<file path="config.mk">
export PLATFORM = sky130hd
export DESIGN_NAME = isolated_run_suppressor
export DESIGN_NICKNAME = d
export VERILOG_FILES = /design/src/sv/irs_pkg.sv /design/src/sv/irs_fifo.sv /design/src/sv/irs_front.sv /design/src/sv/irs_back.sv /design/src/sv/isolated_run_suppressor.sv
export SDC_FILE = /design/constraint.sdc
export NUM_CORES = 1
export LEC_CHECK = 0
export BUFFER_PORTS_ARGS = -buffer_cell sky130_fd_sc_hd__buf_2
export CORE_MARGIN = 3
export CORE_UTILIZATION = 56
export DETAILED_ROUTE_END_ITERATION = 12
export GPL_ROUTABILITY_DRIVEN = 1
export PLACE_DENSITY = 0.76
export SYNTH_ARGS = -nofsm -noshare
export SYNTH_HDL_FRONTEND = slang
export SYNTH_SLANG_ARGS = --single-unit
</file>
<file path="constraint.sdc">
create_clock -name clk -period 3.3 [get_ports clk]
set_input_delay 0 -clock clk [delete_from_list [all_inputs] [get_ports clk]]
set_output_delay 0 -clock clk [all_outputs]
set_load 0.01 [all_outputs]
</file>
<file path="src/sv/irs_pkg.sv">
`default_nettype none

package irs_pkg;

	localparam logic [31:0] INFINITY_BITS = 32'h7F80_0000;
	localparam logic [7:0]  EXP_ALL_ONES  = 8'hFF;

	localparam int REG_IDX_W  = 1;
	localparam int REG_DATA_W = 6;

	typedef enum logic [REG_IDX_W-1:0] {
		REG_ENABLE  = 1'b0,
		REG_MIN_RUN = 1'b1
	} reg_idx_t;

	// depths of the command queue and of the result queue
	localparam int OPQ_DEPTH  = 4;
	localparam int OUTQ_DEPTH = 4;

	typedef struct packed {
		logic [31:0] range_bits;
		logic        scan_end;
	} sample_t;

	typedef struct packed {
		logic [31:0] range_out;
		logic        scan_end_out;
		logic        burst_last;
	} result_t;

endpackage

`default_nettype wire

</file>
<file path="src/sv/irs_fifo.sv">
`default_nettype none

module irs_fifo import irs_pkg::*; #(
	parameter int W     = 8,
	parameter int DEPTH = 4
) (
	input  wire logic                         clk,
	input  wire logic                         arst_n,
	input  wire logic                         wr_en,
	input  wire logic [W-1:0]                 wr_data,
	output logic                              full,
	input  wire logic                         rd_en,
	output logic [W-1:0]                      rd_data,
	output logic                              empty,
	output logic [$clog2(DEPTH+1)-1:0]        count
);

	localparam int PW = (DEPTH > 1) ? $clog2(DEPTH) : 1;
	localparam int CW = $clog2(DEPTH+1);

	logic [W-1:0]  data_q [DEPTH];
	logic [PW-1:0] wr_ptr_q;
	logic [PW-1:0] rd_ptr_q;
	logic [CW-1:0] count_q;
	logic          do_wr;
	logic          do_rd;

	assign full    = (count_q == CW'(DEPTH));
	assign empty   = (count_q == '0);
	assign count   = count_q;
	assign do_wr   = wr_en && !full;
	assign do_rd   = rd_en && !empty;
	assign rd_data = data_q[rd_ptr_q];

	always_ff @(posedge clk or negedge arst_n) begin
		if (!arst_n) begin
			wr_ptr_q <= '0;
			rd_ptr_q <= '0;
			count_q  <= '0;
		end else begin
			if (do_wr) begin
				wr_ptr_q <= (wr_ptr_q == PW'(DEPTH-1)) ? '0 : wr_ptr_q + 1'b1;
			end
			if (do_rd) begin
				rd_ptr_q <= (rd_ptr_q == PW'(DEPTH-1)) ? '0 : rd_ptr_q + 1'b1;
			end
			if (do_wr && !do_rd) begin
				count_q <= count_q + 1'b1;
			end else if (do_rd && !do_wr) begin
				count_q <= count_q - 1'b1;
			end
		end
	end

	always_ff @(posedge clk) begin
		if (do_wr) begin
			data_q[wr_ptr_q] <= wr_data;
		end
	end

endmodule

`default_nettype wire

</file>
<file path="src/sv/irs_front.sv">
`default_nettype none

module irs_front import irs_pkg::*; #(
	parameter int MAX_RUN = 32
) (
	input  wire logic                          clk,
	input  wire logic                          arst_n,
	input  wire logic                          wr_en,
	input  wire logic [REG_IDX_W-1:0]          wr_index,
	input  wire logic [REG_DATA_W-1:0]         wr_data,
	input  wire logic                          push,
	input  wire sample_t                       sample,
	output logic                               full,
	output logic                               op_push,
	output logic [35+$clog2(MAX_RUN)-1:0]      op_data,
	input  wire logic                          op_full
);

	localparam int IW = $clog2(MAX_RUN);
	localparam int EW = (IW + 1 > REG_DATA_W) ? IW + 1 : REG_DATA_W;

	// store: n is the write index; emit: n held samples, then the current one
	typedef struct packed {
		logic          is_store;
		logic          blank;
		logic          scan_end;
		logic [IW-1:0] n;
		logic [31:0]   bits;
	} op_t;

	logic                  enable_q;
	logic [REG_DATA_W-1:0] min_run_q;
	logic [IW-1:0]         count_q;
	logic                  accepted_q;

	logic                  accept;
	logic                  valid_smp;
	logic [EW-1:0]         min_eff;
	logic [EW-1:0]         min_ext;
	logic [EW-1:0]         new_cnt;
	logic [EW-1:0]         cnt_ext;
	logic                  reached;
	logic                  hold;
	op_t                   op;

	assign full    = op_full;
	assign accept  = push && !op_full;
	assign op_push = accept;
	assign op_data = op;

	assign valid_smp = (sample.range_bits[30:23] != EXP_ALL_ONES);
	assign min_ext   = EW'(min_run_q);
	assign cnt_ext   = EW'(count_q);
	assign new_cnt   = cnt_ext + 1'b1;

	always_comb begin
		if (min_ext == '0) begin
			min_eff = EW'(1);
		end else if (min_ext > EW'(MAX_RUN)) begin
			min_eff = EW'(MAX_RUN);
		end else begin
			min_eff = min_ext;
		end
	end

	assign reached = (new_cnt >= min_eff);
	assign hold    = enable_q && valid_smp && !accepted_q && !reached && !sample.scan_end;

	always_comb begin
		op.is_store = hold;
		op.scan_end = sample.scan_end;
		op.n        = count_q;
		op.bits     = sample.range_bits;
		op.blank    = 1'b0;
		if (!hold && enable_q) begin
			if (!valid_smp) begin
				op.blank = (cnt_ext < min_eff);
			end else if (!accepted_q && !reached) begin
				// run cut short by the end of the scan: blank it all
				op.blank = 1'b1;
				op.bits  = INFINITY_BITS;
			end
		end
	end

	always_ff @(posedge clk or negedge arst_n) begin
		if (!arst_n) begin
			enable_q   <= 1'b0;
			min_run_q  <= REG_DATA_W'(1);
			count_q    <= '0;
			accepted_q <= 1'b0;
		end else begin
			if (wr_en) begin
				unique case (reg_idx_t'(wr_index))
					REG_ENABLE:  enable_q  <= wr_data[0];
					REG_MIN_RUN: min_run_q <= wr_data;
					default: ;
				endcase
			end
			if (accept) begin
				if (hold) begin
					count_q <= count_q + 1'b1;
				end else begin
					count_q <= '0;
				end
				accepted_q <= enable_q && valid_smp && (accepted_q || reached)
					&& !sample.scan_end;
			end
		end
	end

endmodule

`default_nettype wire

</file>
<file path="src/sv/irs_back.sv">
`default_nettype none

module irs_back import irs_pkg::*; #(
	parameter int MAX_RUN = 32
) (
	input  wire logic                          clk,
	input  wire logic                          arst_n,
	input  wire logic [35+$clog2(MAX_RUN)-1:0] op_data,
	input  wire logic                          op_empty,
	output logic                               op_pop,
	output logic                               res_push,
	output result_t                            res_data,
	input  wire logic [$clog2(OUTQ_DEPTH+1)-1:0] res_count
);

	localparam int IW = $clog2(MAX_RUN);
	localparam int QW = $clog2(OUTQ_DEPTH+1) + 1;

	typedef struct packed {
		logic          is_store;
		logic          blank;
		logic          scan_end;
		logic [IW-1:0] n;
		logic [31:0]   bits;
	} op_t;

	logic [31:0]   pend_mem [MAX_RUN];
	op_t           op;
	logic [IW-1:0] step_q;
	logic          credit;
	logic          store_go;
	logic          emit_go;
	logic          at_cur;

	logic          valid_s1;
	logic          from_mem_s1;
	logic          blank_s1;
	logic          last_s1;
	logic          end_s1;
	logic [31:0]   bits_s1;
	logic [31:0]   rdata_s1;

	assign op       = op_data;
	// leave room for the result already in flight
	assign credit   = (QW'(res_count) + QW'(valid_s1)) < QW'(OUTQ_DEPTH);
	assign store_go = !op_empty && op.is_store;
	assign emit_go  = !op_empty && !op.is_store && credit;
	assign at_cur   = (step_q == op.n);
	assign op_pop   = store_go || (emit_go && at_cur);

	always_ff @(posedge clk or negedge arst_n) begin
		if (!arst_n) begin
			step_q   <= '0;
			valid_s1 <= 1'b0;
		end else begin
			valid_s1 <= emit_go;
			if (emit_go) begin
				step_q <= at_cur ? '0 : step_q + 1'b1;
			end
		end
	end

	always_ff @(posedge clk) begin
		if (store_go) begin
			pend_mem[op.n] <= op.bits;
		end
		rdata_s1    <= pend_mem[step_q];
		from_mem_s1 <= !at_cur;
		blank_s1    <= op.blank;
		bits_s1     <= op.bits;
		last_s1     <= at_cur;
		end_s1      <= op.scan_end && at_cur;
	end

	always_comb begin
		res_push              = valid_s1;
		res_data.scan_end_out = end_s1;
		res_data.burst_last   = last_s1;
		if (from_mem_s1) begin
			res_data.range_out = blank_s1 ? INFINITY_BITS : rdata_s1;
		end else begin
			res_data.range_out = bits_s1;
		end
	end

endmodule

`default_nettype wire

</file>
<file path="src/sv/isolated_run_suppressor.sv">
// Channel   | Handshake         | Payload
// ----------+-------------------+-------------------------------------
// sample    | push / full       | sample_t: range_bits, scan_end
// result    | pop / empty       | result_t: range_out, scan_end_out, burst_last
// config    | wr_en             | wr_index, wr_data
//
// The front classifies one sample per cycle while the command queue has room and
// queues a command; full rises only when the command queue is full. A held sample
// is written into the pending memory; an emitting command releases its held samples
// one at a time through the single pending memory read port, then the current sample.
// Each result passes through the s1 registers before it enters the result queue.
// Reset clears the run state and the queues; the pending memory needs no clearing.
`default_nettype none

module isolated_run_suppressor import irs_pkg::*; #(
	parameter int MAX_RUN = 32
) (
	input  wire logic                  clk,
	input  wire logic                  arst_n,
	input  wire logic                  wr_en,
	input  wire logic [REG_IDX_W-1:0]  wr_index,
	input  wire logic [REG_DATA_W-1:0] wr_data,
	input  wire logic                  push,
	input  wire sample_t               sample,
	output logic                       full,
	input  wire logic                  pop,
	output result_t                    result,
	output logic                       empty
);

	localparam int OPW = 35 + $clog2(MAX_RUN);
	localparam int RW  = $bits(result_t);

	logic                              op_push;
	logic [OPW-1:0]                    op_wdata;
	logic                              op_full;
	logic                              op_pop;
	logic [OPW-1:0]                    op_rdata;
	logic                              op_empty;
	logic                              res_push;
	result_t                           res_data;
	logic [$clog2(OUTQ_DEPTH+1)-1:0]   res_count;
	logic [RW-1:0]                     res_rdata;

	irs_front #(.MAX_RUN(MAX_RUN)) u_front (
		.clk      (clk),
		.arst_n   (arst_n),
		.wr_en    (wr_en),
		.wr_index (wr_index),
		.wr_data  (wr_data),
		.push     (push),
		.sample   (sample),
		.full     (full),
		.op_push  (op_push),
		.op_data  (op_wdata),
		.op_full  (op_full)
	);

	irs_fifo #(.W(OPW), .DEPTH(OPQ_DEPTH)) u_opq (
		.clk     (clk),
		.arst_n  (arst_n),
		.wr_en   (op_push),
		.wr_data (op_wdata),
		.full    (op_full),
		.rd_en   (op_pop),
		.rd_data (op_rdata),
		.empty   (op_empty),
		.count   ()
	);

	irs_back #(.MAX_RUN(MAX_RUN)) u_back (
		.clk       (clk),
		.arst_n    (arst_n),
		.op_data   (op_rdata),
		.op_empty  (op_empty),
		.op_pop    (op_pop),
		.res_push  (res_push),
		.res_data  (res_data),
		.res_count (res_count)
	);

	irs_fifo #(.W(RW), .DEPTH(OUTQ_DEPTH)) u_outq (
		.clk     (clk),
		.arst_n  (arst_n),
		.wr_en   (res_push),
		.wr_data (res_data),
		.full    (),
		.rd_en   (pop),
		.rd_data (res_rdata),
		.empty   (empty),
		.count   (res_count)
	);

	assign result = res_rdata;

endmodule

`default_nettype wire
</file>
# [Yosys cells after proc, flatten, opt, wreduce, memory -nomap -nowiden]
# Memory sizes are Yosys's and may differ from the RTL's. A register that Yosys moved wholly into a read port is not among the register bits.
# Index checks and enable logic that the tools add are counted.
[word_totals] reg_bits=69 latchBits=0 mem_bits_rw=1320 rom_bits=0 input_bits=45 out_inout_bits=36 wordCells=116 mem_count=3
[memory_table] memory="u_back.pend_mem" depth=32 width=32 rd=1 rd_ports_with_merged_regs=1 write_ports=1 line="irs_back.sv:27" text="logic [31:0] pend_mem [MAX_RUN];"
[memory_table] memory="u_opq.data_q" depth=4 width=40 rd=1 rd_ports_with_merged_regs=0 write_ports=1 line="irs_fifo.sv:21" text="logic [W-1:0] data_q [DEPTH];"
[memory_table] memory="u_outq.data_q" depth=4 width=34 rd=1 rd_ports_with_merged_regs=0 write_ports=1 line="irs_fifo.sv:21"
[classes] addsub=12 multipliers=0 div=0 magnitude_cmp=4 n_eq_ne=8 n_shift=0 n_mux=26 n_bitwise=1 reduce_logical=45
[op_table] cell="$mux 32" count=5
[op_table] cell="$logic_and 1x1->1" count=22
[op_table] cell="$logic_not 1->1" count=14
[op_table] cell="$mux 3" count=4
[op_table] cell="$mux 6" count=2
[op_table] cell="$add 5x1->5 const B" count=2
[op_table] cell="$mux 5" count=2
[op_table] cell="$mux 1" count=9
[op_table] cell="$add 2x1->2 const B" count=4
[op_table] cell="$eq 2x2->1 const B" count=4
[op_table] cell="$mux 2" count=4
[op_table] cell="$ne 8x8->1 const B" count=1
[op_table] cell="$add 3x1->3 const B" count=2
[op_table] cell="$add 5x1->6 const B" count=1
[op_table] cell="$eq 3x3->1 const B" count=2
[op_table] cell="$ge 6x6->1" count=1
[op_table] cell="$gt 6x6->1 const B" count=1
[op_table] cell="$logic_not 3->1" count=2
[op_table] cell="$logic_not 6->1" count=1
[op_table] cell="$lt 5x6->1" count=1
[op_table] cell="$sub 3x1->3 const B" count=2
[op_table] cell="$eq 5x5->1" count=1
[op_table] cell="$add 3x1->4" count=1
[op_table] cell="$lt 4x3->1 const B" count=1
[op_table] cell="4 further kinds" count=7

# [Depth between registers and ports, before layout]
[depth] ltp_word=10 depth_mapped=15 depth_no_buf=13

# [By module]
# Synthesis repeated with hierarchy kept, for this count alone.
[hier_totals] hier_cells=2534 hier_area_um2=53923.0
[by_module_without_submodules] module="irs_back" instances=1 cells_per_inst=1938 area_per_inst_um2=41074.4 seq_area_each_um2=32260.9
[by_module_without_submodules] module="irs_fifo (u_opq)" instances=1 cells_per_inst=247 area_per_inst_um2=6242.2 seq_area_each_um2=4979.8
[by_module_without_submodules] module="irs_fifo (u_outq)" instances=1 cells_per_inst=215 area_per_inst_um2=5392.7 seq_area_each_um2=4259.1
[by_module_without_submodules] module="irs_front" instances=1 cells_per_inst=134 area_per_inst_um2=1213.7 seq_area_each_um2=326.6

# [Worst setup path after synthesis]
# OpenSTA, ideal clock, no wires.
[synth_timing] path_type="reg-to-reg" start="register u_opq.rd_ptr_q[0]" end="memory u_back.pend_mem[24][0], enable pin" setup_time_ps=421 t_arrival_ps=3079 required_ps=2879 setup_slack_ps=-200 path_stages_with_launch=7 path_buffers=3 period_less_slack_ps=3500 cell_sequence="dfrtp_1 -> buf_6 -> buf_12 -> mux4_2 -> or3_1 -> clkbuf_1 -> nor2_1"
[synth_via] elab_chain_cells=4
[synth_rtl] item="from (decl)" line="irs_fifo.sv:23" text="logic [PW-1:0] rd_ptr_q;"
[synth_rtl] item="from (signal assigned)" line="irs_fifo.sv:45" text="rd_ptr_q <= (rd_ptr_q == PW'(DEPTH-1)) ? '0 : rd_ptr_q + 1'b1;"
[synth_rtl] item="$mem_v2 4x40 *"
[synth_rtl] item="$logic_and 1x1->1" line="irs_back.sv:46" text="assign store_go = !op_empty && op.is_store;"
[synth_rtl] item="$mux 1" line="irs_back.sv:64" text="if (store_go) begin"
[synth_rtl] item="$mux 1 (implied by the code)" line="irs_back.sv:65" text="pend_mem[op.n] <= op.bits;"
[synth_rtl] item="to (decl)" line="irs_back.sv:27"
# Mark *: on every way between the ends. The rest lies on a longest branch, timed or not.

# [Final worst setup path]
[layout_timing] start="register u_opq.rd_ptr_q[0]" end="register u_opq.count_q[1] (netlist: u_opq.count[1])"
[layout_via] elab_chain_cells=10 word_cells_on_any_way=14 classes_between="eq/ne (1); mux (1); reduce/logical (11); memory (1)"
[layout_rtl] item="$mem_v2 4x40 *"
[layout_rtl] item="parallel branches: the longest is 4 deep, another holds $eq 5x5->1"
[layout_rtl] item="$logic_or 1x1->1 *" line="irs_back.sv:49" text="assign op_pop = store_go || (emit_go && at_cur);"
[layout_rtl] item="$logic_and 1x1->1 *" line="irs_fifo.sv:32" text="assign do_rd = rd_en && !empty;"
[layout_rtl] item="$logic_not 1->1" line="irs_fifo.sv:47" text="if (do_wr && !do_rd) begin"
[layout_rtl] item="$logic_and 1x1->1" line="irs_fifo.sv:47"
[layout_rtl] item="$mux 3 or $reduce_bool 2->1 (tied branches)"
[layout_rtl] item="to (signal assigned)" line="irs_fifo.sv:48" text="count_q <= count_q + 1'b1;"
[layout_rtl] item="to (signal assigned)" line="irs_fifo.sv:50" text="count_q <= count_q - 1'b1;"
[layout_rtl] item="to (decl)" line="irs_fifo.sv:24" text="logic [CW-1:0] count_q;"
# Every way passes the cells marked *.
# A chain may end at the register's enable or synchronous reset.

==> metrics.md <==
| Metric | Value |
|---|---|
| Primary FF master, synth | `sky130_fd_sc_hd__edfxtp_1` |
| Startpoint of the most critical hold path | `sample[0]` |
| Router iterations before antenna repair | `7` |
| Crit path arrival time | `3.60 ns` |
| H-tree levels | `4` |
| Final-report setup violation count | `0` |
| Sequential fraction of the synthesis area | `0.7796` |
| # Post-CTS Setup Buffers | `0` |
| Highest clock frequency the design can meet | `332.7 MHz` |
| Post-cts sizing count | `0` |
| Maximum capacitance violations | `0` |
| Most common library cell in the layout ignoring fill and taps | `sky130_fd_sc_hd__edfxtp_1` |
| Number of CTS-inserted buffers | `138` |
| Starting Density | `0.5697` |
| Kind of launch point of the worst setup path | `flop` |
| Vertical die dimension | `315.5 µm` |
| EDFF count, synth | `1320` |
| Fraction of final layout cells with drive strength greater than 1 | `0.3265` |
| Actual transition at the worst max-transition pin | `1.223 ns` |
| Crit path kind | `reg2reg` |
| Worst-case headroom to the max-slew limit | `0.1760` |
| Share of flip-flops with an asynchronous set or reset after synthesis | `0.02322` |
| Die W | `315.5 µm` |
| Number of nets in the layout | `2636` |
| Endpoint of the worst register-to-register path | `u_opq.count[1]` |
| Compound-Gate Fraction of Synth Area | `0.007300` |
| Layout fillers | `5822` |
| Number of hold violations in the final report | `0` |
| Leading cell types in the layout, fill and taps excluded | `sky130_fd_sc_hd__edfxtp_1 (1320), sky130_fd_sc_hd__mux4_2 (390), sky130_fd_sc_hd__clkbuf_16 (139)` |
| Number of vias per cell | `6.356` |
| Share of the clock period used by the worst path after layout | `0.9108` |
| Cell area after synthesis | `53650 µm²` |
| Setup repair after global routing missed its margin | `false` |
| Drt wl/cell | `30.18 µm` |
| GPL Wtd Cong | `0.7961` |
| Antenna violations before repair | `2` |
| Final clock skew | `0.02334 ns` |
| Seq cells post-synth | `1421` |
| Syn Area/Cell | `23.37 µm²` |
| Pre-CTS setup slack | `0.2686 ns` |
| GRT Util Overall | `0.2443` |
| Number of global-route vias before repair | `25990` |
| Min cycle time layout | `3.006 ns` |
| Drt first-iter violations | `3248` |
| Number of design rule violations left after detail routing | `0` |
| Post-Synth Adder-Cell Area | `0.006577` |
| Overall power after layout | `57790 µW` |
| Count of pins over their slew limit | `0` |
| Largest net degree at the start of global routing | `88` |
| CORE AREA | `94170 µm²` |
| Syn-to-layout area delta | `14.64%` |
| Maximum fanout encountered on the critical timing path | `8` |
| Setup WS post-layout | `0.2943 ns` |
| Critical Path RT | `3.89 ns` |
| Result of the run | `finished, final reports clean` |
| Largest family of logic cells by synthesized area | `multiplexers` |
| Post-CTS Hold Buffers | `51` |
| Total wirelength of the detailed-routed design | `118.4 mm` |
| Cell Rows | `112` |
| Worst voltage drop across the vdd grid | `0.0007277 V` |
| Count of yosys warnings during synthesis | `0` |
| Gate count of the mapped netlist | `2296` |
| Worst Hold Path EP | `u_opq.data_q[0][37]` |
| Fraction of synthesized area in multiplexers | `0.1751` |
| Die area | `99550 µm²` |
| Simple-Gate Fraction of Synth Area | `0.01675` |
| Number of buffers between clock root and the deepest sink | `3` |
| Distinct cell type count after synthesis | `54` |
| R2R Path Start | `u_opq.rd_ptr_q[0]` |
| Pwr per Cell Area | `939.7 nW/µm²` |
| Count of vias placed by the detailed router | `24930` |
| Half-perimeter wire length after detailed placement | `63.85 mm` |
| Worst-Skew Late Latency | `0.72 ns` |
| Hold/Removal Path Class | `in2reg` |
| Clock tree from TritonCTS | `done` |
| Number of cell instances on the worst register-to-register path | `8` |
| Clock slew seen by the registers of the worst setup and hold paths | `0.06 ns` |
| Origin of the worst setup path | `u_opq.rd_ptr_q[0]` |
| Total gr overflow | `0` |
| Clk root buf | `sky130_fd_sc_hd__clkbuf_16` |
| Flop2flop setup slack | `0.29 ns` |
| Xor/xnor cell area share of the yosys netlist | `0.002565` |
| Wire length of the first global-routing pass | `175.8 mm` |
| Worst hold slack | `0.09792 ns` |
| Leakage power total | `0.01982 µW` |
| Post-synthesis net count | `2368` |
| I/O pin cnt | `81` |
| Endpoint class of the critical path | `flop` |
| Total number of clock tree sinks | `1421` |
| WHS Path Cells | `2` |
| Count of input and output buffers | `80` |
| Routed Antenna Nets | `0` |
worst max-delay path, stage by stage (launching register included):
cell and delay [ns]:
sky130_fd_sc_hd__dfrtp_2 0.50, sky130_fd_sc_hd__mux4_2 0.55, sky130_fd_sc_hd__or4_1 0.58, sky130_fd_sc_hd__o21ai_4 0.21
sky130_fd_sc_hd__inv_1 0.07, sky130_fd_sc_hd__ha_1 0.21, sky130_fd_sc_hd__inv_1 0.07, sky130_fd_sc_hd__fa_1 0.42
sky130_fd_sc_hd__mux2_2 0.27
flip-flops by register name, summed over array words and instances (netlist names), 3 cells and up:
register and flops:
u_outq.count 3, u_back.pend_mem 1024, u_outq.data_q 136, u_opq.count 3
u_back.bits_s1 32, u_back.step_q 5, u_back.rdata_s1 32, u_opq.data_q 160
u_front.min_ext 6, u_front.count_q 5
logic make-up (layout without fill, tap and decap cells):
kind of cell	after synthesis	count (layout)
AND/OR/NAND/NOR	184	184
other	0	1
buffers and inverters	148	520
flip-flops	1421	1421
multiplexers	438	438
AO/OA/AOI/OAI	64	64
XOR/XNOR	14	14
adder cells (fa/ha/maj)	27	27
stage by stage:
step	TNS, ns	util	instances	area (µm²)
finish	0	0.6531	3923	61500
CTS	0	0.6531	3922	61500
detailed placement	0	0.6009	3627	56580
global placement	0	0.6009	3627	56580
global route	0	0.6531	3922	61500
floorplan	-91.31	-	2296	53660
cells in the mapped netlist, types with 9 or more instances:
cell type / count / share of area
sky130_fd_sc_hd__edfxtp_1: 1320 / 0.74
sky130_fd_sc_hd__mux4_2: 390 / 0.16
sky130_fd_sc_hd__dfxtp_1: 68 / 0.025
sky130_fd_sc_hd__nand2_1: 54 / 0.0038
sky130_fd_sc_hd__clkbuf_1: 51 / 0.0036
sky130_fd_sc_hd__nor2_1: 48 / 0.0034
sky130_fd_sc_hd__mux2_2: 42 / 0.0088
sky130_fd_sc_hd__inv_1: 38 / 0.0027
sky130_fd_sc_hd__o21ai_0: 38 / 0.0035
sky130_fd_sc_hd__dfrtp_1: 32 / 0.015
sky130_fd_sc_hd__nor2b_1: 28 / 0.0033
sky130_fd_sc_hd__ha_1: 25 / 0.0058
sky130_fd_sc_hd__buf_1: 24 / 0.0017
sky130_fd_sc_hd__buf_2: 21 / 0.0020
sky130_fd_sc_hd__buf_4: 10 / 0.0014
sky130_fd_sc_hd__and2_1: 9 / 0.0010
final cells by class:
| cell class | instances | area, µm² | area share |
|---|---|---|---|
| repair buffers | 237 | 2117 | 0.03442 |
| clock inverters | 49 | 578.1 | 0.009399 |
| inverters | 39 | 146.4 | 0.002380 |
| clock buffers | 195 | 3819 | 0.06209 |
| diodes | 1 | 2.502 | 0.00004069 |
| well taps | 1254 | 1569 | 0.02551 |
| multi-input cells | 727 | 11420 | 0.1858 |
| flip-flops and latches | 1421 | 41850 | 0.6804 |
power by group:
| group | leakage (µW) | internal (µW) | total [µW] | switching, µW |
|---|---|---|---|---|
| Sequential | 0.0129 | 25200 | 26100 | 880 |
| Clock | 0.00215 | 8830 | 15300 | 6490 |
| Combinational | 0.00476 | 6500 | 16400 | 9860 |
metal layers:
layer	GRT usage	up-vias	wire, µm
li1	-	10140	-
met1	0.3471	13270	46120
met2	0.3909	1296	58840
met3	0.04798	229	10080
met4	0.07818	0	3339
met5	0	-	0
how the worst max path moves through the flow:
stage                                   endpoint  slack, ns
after floorplan           u_back.pend_mem[24][0]      -0.20
after global placement            u_opq.count[1]       0.34
after detailed placement     u_opq.data_q[1][12]       0.27
after CTS                    u_opq.data_q[0][13]       0.24
after global routing         u_opq.data_q[2][14]      0.004
final                             u_opq.count[1]       0.29
Note: power is estimated with default switching activity, not from simulation.
